[config.mk]
export PLATFORM = sky130hd
export DESIGN_NAME = shtd_ctrl
export DESIGN_NICKNAME = d
export VERILOG_FILES = /design/src/rtl/shtd_pkg.sv /design/src/rtl/shtd_ctrl.sv
export SDC_FILE = /design/constraint.sdc
export NUM_CORES = 1
export LEC_CHECK = 0
export BUFFER_PORTS_ARGS = -buffer_cell sky130_fd_sc_hd__buf_2
export CAP_MARGIN = 25
export CORE_UTILIZATION = 60
export CTS_BUF_LIST = sky130_fd_sc_hd__clkbuf_2 sky130_fd_sc_hd__clkbuf_4 sky130_fd_sc_hd__clkbuf_8
export CTS_CLUSTER_SIZE = 28
export DETAILED_ROUTE_END_ITERATION = 10
export PLACE_DENSITY = 0.78
export SLEW_MARGIN = 20
export SYNTH_ARGS = -nofsm -noshare
export SYNTH_HDL_FRONTEND = slang
export SYNTH_SLANG_ARGS = --single-unit
export TNS_END_PERCENT = 100
[constraint.sdc]
create_clock -name i_clk -period 4.42 [get_ports i_clk]
set_clock_uncertainty 0.15 [all_clocks]
set_input_delay 0.442 -clock i_clk [delete_from_list [all_inputs] [get_ports i_clk]]
set_output_delay 0.442 -clock i_clk [all_outputs]
set_load 0.03 [all_outputs]
[src/rtl/shtd_pkg.sv]
// ----------------------------------------------------------------------------
// shtd_pkg: shared definitions for the shared-hit track dedup block
// types, defaults and the controller/datapath command and status structs
// ----------------------------------------------------------------------------
package shtd_pkg;

    localparam int unsigned MaxTracksDef  = 64;
    localparam int unsigned MaxHitsDef    = 4;
    localparam int unsigned HitIdBitsDef  = 16;
    localparam int unsigned IdFields      = 4;
    localparam int unsigned InIdW         = 16;
    localparam int unsigned CountW        = 3;
    localparam int unsigned ScoreW        = 32;
    localparam int unsigned IndexW        = 6;
    localparam int unsigned MaxResults    = 64;
    localparam int unsigned InDataW       = 104; // 4*16 + 3 + 32 = 99, padded
    localparam int unsigned OutDataW      = 8;

    localparam logic [2:0] AllShared = 3'd4;

    // controller to datapath
    typedef struct packed {
        logic load;      // write incoming track at fill count
        logic rd_req;    // issue read of pair (i, j)
        logic judge;     // pair data valid: evaluate rule
    } t_cmd;

    // datapath to controller
    typedef struct packed {
        logic drop_i;  // valid during judge
        logic drop_j;
    } t_sts;

endpackage

[src/rtl/shtd_ctrl.sv]
// ----------------------------------------------------------------------------
// shtd_ctrl: load, pair sweep and survivor output sequencer
// owns fill count, removed marks, overflow flag and the output register
// ----------------------------------------------------------------------------
module shtd_ctrl #(
    parameter int unsigned MAX_TRACKS = shtd_pkg::MaxTracksDef,
    parameter int unsigned AW         = $clog2(MAX_TRACKS),
    parameter int unsigned CW         = $clog2(MAX_TRACKS + 1)
) (
    input  logic                         i_clk,
    input  logic                         i_rst_n,
    input  logic                         i_in_valid,
    input  logic                         i_in_last,
    output logic                         o_in_ready,
    output logic                         o_out_valid,
    input  logic                         i_out_ready,
    output logic [shtd_pkg::OutDataW-1:0] o_out_data,
    output logic                         o_out_last,
    output logic [AW-1:0]                o_wr_addr,
    output logic [AW-1:0]                o_rd_i,
    output logic [AW-1:0]                o_rd_j,
    output shtd_pkg::t_cmd               o_cmd,
    input  shtd_pkg::t_sts               i_sts
);
    import shtd_pkg::*;

    typedef enum logic [5:0] {
        S_LOAD  = 6'b000001,
        S_SCANI = 6'b000010,
        S_SCANJ = 6'b000100,
        S_JUDGE = 6'b001000,
        S_EMIT  = 6'b010000,
        S_WAIT  = 6'b100000
    } t_state;

    t_state              r_state, n_state;
    logic [CW-1:0]       r_fill, n_fill;
    logic                r_ovf, n_ovf;
    logic [MAX_TRACKS-1:0] r_rm, n_rm;
    logic [CW-1:0]       r_i, n_i, r_j, n_j;
    logic [6:0]          r_nres, n_nres;
    logic                r_any, n_any;
    logic                r_ov, n_ov;
    logic [OutDataW-1:0] r_od, n_od;
    logic                r_ol, n_ol;

    logic                acc, full;
    logic                more_surv;
    logic                is_last;

    assign o_in_ready = (r_state == S_LOAD);
    assign acc        = i_in_valid && o_in_ready;
    assign full       = (r_fill == CW'(MAX_TRACKS));
    assign o_wr_addr  = r_fill[AW-1:0];
    assign o_rd_i     = r_i[AW-1:0];
    assign o_rd_j     = r_j[AW-1:0];
    assign o_out_valid = r_ov;
    assign o_out_data  = r_od;
    assign o_out_last  = r_ol;

    // any unremoved track at index above r_i (output phase lookahead)
    always_comb begin
        more_surv = 1'b0;
        for (int k = 0; k < MAX_TRACKS; k++) begin
            if (CW'(k) > r_i && CW'(k) < r_fill && !r_rm[k]) begin
                more_surv = 1'b1;
            end
        end
    end

    always_comb begin
        n_state = r_state;
        n_fill  = r_fill;
        n_ovf   = r_ovf;
        n_rm    = r_rm;
        n_i     = r_i;
        n_j     = r_j;
        n_nres  = r_nres;
        n_any   = r_any;
        n_ov    = r_ov;
        n_od    = r_od;
        n_ol    = r_ol;
        o_cmd   = '0;
        is_last = 1'b0;
        if (r_ov && i_out_ready) begin
            n_ov = 1'b0;
        end
        unique case (r_state)
            S_LOAD: begin
                if (acc) begin
                    if (!full) begin
                        o_cmd.load = 1'b1;
                        n_rm[r_fill[AW-1:0]] = 1'b0;
                        n_fill = r_fill + 1'b1;
                    end else begin
                        n_ovf = 1'b1;
                    end
                    if (i_in_last) begin
                        n_i = '0;
                        n_state = S_SCANI;
                    end
                end
            end
            S_SCANI: begin
                if (r_i >= r_fill) begin
                    n_i = '0;
                    n_nres = '0;
                    n_any = 1'b0;
                    n_state = S_EMIT;
                end else if (r_rm[r_i[AW-1:0]]) begin
                    n_i = r_i + 1'b1;
                end else begin
                    n_j = r_i + 1'b1;
                    n_state = S_SCANJ;
                end
            end
            S_SCANJ: begin
                if (r_j >= r_fill) begin
                    n_i = r_i + 1'b1;
                    n_state = S_SCANI;
                end else if (r_rm[r_j[AW-1:0]]) begin
                    n_j = r_j + 1'b1;
                end else begin
                    o_cmd.rd_req = 1'b1;
                    n_state = S_JUDGE;
                end
            end
            S_JUDGE: begin
                o_cmd.judge = 1'b1;
                if (i_sts.drop_i) begin
                    n_rm[r_i[AW-1:0]] = 1'b1;
                    n_i = r_i + 1'b1;
                    n_state = S_SCANI;
                end else begin
                    if (i_sts.drop_j) begin
                        n_rm[r_j[AW-1:0]] = 1'b1;
                    end
                    n_j = r_j + 1'b1;
                    n_state = S_SCANJ;
                end
            end
            S_EMIT: begin
                // output register free or emptying this cycle
                if (!r_ov || i_out_ready) begin
                    if (r_i >= r_fill) begin
                        if (!r_any) begin
                            n_ov = 1'b1;
                            n_od = {r_ovf, 1'b0, IndexW'(0)};
                            n_ol = 1'b1;
                        end
                        n_state = S_WAIT;
                    end else if (r_rm[r_i[AW-1:0]]) begin
                        n_i = r_i + 1'b1;
                    end else begin
                        is_last = !more_surv || (r_nres == 7'(MaxResults - 1));
                        n_ov = 1'b1;
                        n_od = {r_ovf, 1'b1, IndexW'(r_i)};
                        n_ol = is_last;
                        n_any = 1'b1;
                        n_nres = r_nres + 1'b1;
                        n_i = is_last ? r_fill : r_i + 1'b1;
                        n_state = is_last ? S_WAIT : S_EMIT;
                    end
                end
            end
            S_WAIT: begin
                if (!r_ov || i_out_ready) begin
                    n_fill = '0;
                    n_ovf = 1'b0;
                    n_rm = '0;
                    n_state = S_LOAD;
                end
            end
            default: n_state = S_LOAD;
        endcase
    end

    always_ff @(posedge i_clk) begin
        if (!i_rst_n) begin
            r_state <= S_LOAD;
            r_fill  <= '0;
            r_ovf   <= 1'b0;
            r_rm    <= '0;
            r_ov    <= 1'b0;
            r_i     <= '0;
            r_j     <= '0;
            r_nres  <= '0;
            r_any   <= 1'b0;
        end else begin
            r_state <= n_state;
            r_fill  <= n_fill;
            r_ovf   <= n_ovf;
            r_rm    <= n_rm;
            r_ov    <= n_ov;
            r_i     <= n_i;
            r_j     <= n_j;
            r_nres  <= n_nres;
            r_any   <= n_any;
        end
        r_od <= n_od;
        r_ol <= n_ol;
    end

endmodule

==> impl_results.md <==
- Internal cell power: ~1.7 mW
- Slew Limit Headroom: 22.9%
- H-Tree Depth: 3
- Synth Flop Type: dfxtp_1
- Synth cell types: 106
- Fin crit share: 91.3%
- Die height: 133 µm
- Multi-input gate area: roughly 7100 µm²
- Syn avg cell area: 7.08 µm²
- Core footprint: 16600 µm²
- Die Area: between 15000 and 20000 µm²
- Total track usage: between 50% and 60%
- Fmax: 248 MHz
- Layout cell share with drive strength beyond 1: 13.8%
- Setup TNS Final: 0 ns
- Reg-to-reg critical path startpoint: r_i[5]$_SDFFE_PN0P_
- Fill cells: ~1500
- Post-DRT Antenna Nets: 0
- Dominant cells by area after synthesis: dfxtp_1 (20%), a21oi_1 (9.9%), o21ai_0 (7.9%)
- CTS resizes: 0
- Num CTS Buffers: 9
- CTS Hold Bufs: 0
- Final #Nets: ~1400
- Clk pin slew, worst setup/hold paths: ~0.13 ns
- 1st-iter DRT viols: roughly 2500
- Post-synthesis sequential element count: 110
- Yosys warning count: 0
- Worst min-delay path startpoint: i_out_ready
- Clock Path Buffers: 2
- Part of the power in combinational logic: 41.4%
- WL/cell: approximately 30 µm
- Top cell type's share of synthesized area: between 10% and 20%
- Max_cap viols: 0
- WL final: ~48 mm
- Net Sw Frac: a little under half
- Fin. Hold Viols: 0
- Hpwl dp: 33.7 mm
- Antenna violations before repair: 2
- Seq/Total Area, Yosys: between 20% and 30%
- Hold Crit Class: primary input to flop
- Cells after Synth: approximately 1400
- Sequential Power Share: a little over a third
- VDD IR max: between 0.0006 and 0.0007 V
- Post-Syn Nets: 1478
- Remaining DRCs: 0
- Crit path time final: between 4 and 5 ns
- Least-Margin Pin Slew: 1.15 ns
- Status: complete, no violations
- Vias in the first global route: between 10000 and 15000
- Port Buffers: 38
- Final slew viol count: 0
- Synth area leader: dfxtp_1
- Sink Count: 110
- CTS root buffer: clkbuf_8
- Largest net degree at the start of global routing: 120
- Async S/R FF share, synth: 0%
- Slowest CP cell: dfxtp_1
- Via Count: about 13000
- Crit Path Class: flop to output port
- Register area: between 2000 and 2500 µm²
- Worst hold slack: between 0.15 and 0.2 ns
- Cell area after synthesis: ~10000 µm²
- Fin util: between 60 and 70%
- CP Capture Type: output port
- Congestion Overflow GR: 0
- I/O pins: 39
- Lkg Pwr: ~3.6 nW
- Clk_lat worst skew: 0.43 ns
- Final setup violation count: 0
- Worst EP required: around 3.8 ns
- Area delta synth->final: 5.14%
- Power Dens Cells: 293 nW/µm²
- EDFF count, synth: 9
- Clock share of power: a little under a quarter
- Max stage delay on crit path: 0.79 ns
- RSZ-0062 raised after global routing: no
- Critical-path cell list: inv_1 -> ha_1 -> a21o_1 -> a211o_1 -> a211oi_1 -> nor2b_1 -> buf_2
- CTS tree: done
- Row cnt: 47
- Crit path launch type: flop
- Die width: ~130 µm
- Placer congestion estimate: between 1 and 1.5
- 1st-pass router iterations: 7
- P_sw: around 1.5 mW
- Worst setup path start: r_fill[1]$_SDFFE_PN0P_
- First-pass GRT wire length: roughly 71 mm
- Starting Density: between 60% and 70%
- DR vias/cell: ~7.8
- Post CTS Setup Buffer Count: 0
- Critical Path AT: around 3.4 ns
- Crit Path Max Fanout: 16
## flip-flops by register name, summed over array words and instances, names as in the netlist
signal,count
o_out_data,8
o_out_last,1
o_out_valid,1
r_any,1
r_fill,7
r_i,7
r_j,7
r_nres,7
r_ovf,1
r_rm,64
r_state,6
## kinds of logic after synthesis
| logic type | synth area share (%) |
|---|---|
| mux | 4.23 |
| compound gates | 36.1 |
| simple gates | 25.0 |
| buf+inv | 8.90 |
| fa+ha+maj | 2.68 |
| xor+xnor | 0.769 |
| flops | 22.3 |
## worst max-delay path, delay by kind of cell (launching register included)
family / cells / cell delay, ns
flip-flops: 1 / 0.79
adder cells (fa/ha/maj): 1 / 0.37
buffers and inverters: 2 / 0.52
AO/OA/AOI/OAI: 3 / 1.05
AND/OR/NAND/NOR: 1 / 0.28
## Yosys cell counts, drive strengths merged, types with 21 or more instances
cell type and instances:
a21oi 204, o21ai 173, nor2 146, dfxtp 101
nor3 84, clkbuf 77, buf 74, nand2 74
a31oi 61, nand3 48, inv 31, ha 22
o22ai 21
## cell type report
cell class	instances	share of cell area, %
antenna	3	0.0696
clock buffer	9	1.15
clock inverter	7	1.04
inverter	32	1.11
multi-input combinational	1156	66.0
sequential	110	21.3
tap	220	2.55
timing repair buffer	102	6.76
## per-stage QoR
stage               cells  power (mW)  cell area [µm²]  setup WS (ns)
floorplan            1449        1.96            10300           1.00
global placement     1616        2.30            10500          0.791
detailed placement   1618        2.32            10500          0.719
CTS                  1634        3.03            10700          0.457
global route         1636        3.24            10800          0.364
finish               1639        3.16            10800          0.384
## path summary, 6_finish.rpt
kind                        endpoint  depth (start not counted)  slack [ns]
max                         o_cmd[1]                          7        0.38
max reg2reg      r_i[6]$_SDFFE_PN0P_                         10        0.53
min           o_out_valid$_SDFF_PN0_                          3        0.16
min reg2reg  o_out_data[7]$_DFFE_PP_                          0        0.30
## routing by layer
layer / part of all wire, % / GRT usage [%]
met1: 36 / 68.1
met2: 40 / 75.5
met3: 17 / 23.0
met4: 6.5 / 30.4
met5: 0.092 / 0
## cell usage in the layout, fill, tap and decap left out, types with 21 or more instances in the layout
master and n:
a21oi_1 202, o21ai_0 162, nor2_1 145, dfxtp_1 99, nand2_1 73, nor3_1 72, a31oi_1 61, buf_4 60
nand3_1 48, buf_2 37, inv_1 29, ha_1 22, o22ai_1 21
## power groups by stage
stage | combinational [mW] | clock, mW | sequential [mW]
finish | 1.31 | 0.744 | 1.11
global route | 1.36 | 0.766 | 1.11
floorplan | 0.854 | 0 | 1.11
global placement | 1.18 | 0 | 1.12
CTS | 1.19 | 0.728 | 1.11
detailed placement | 1.19 | 0 | 1.13
(Power assumes the default switching activity.)
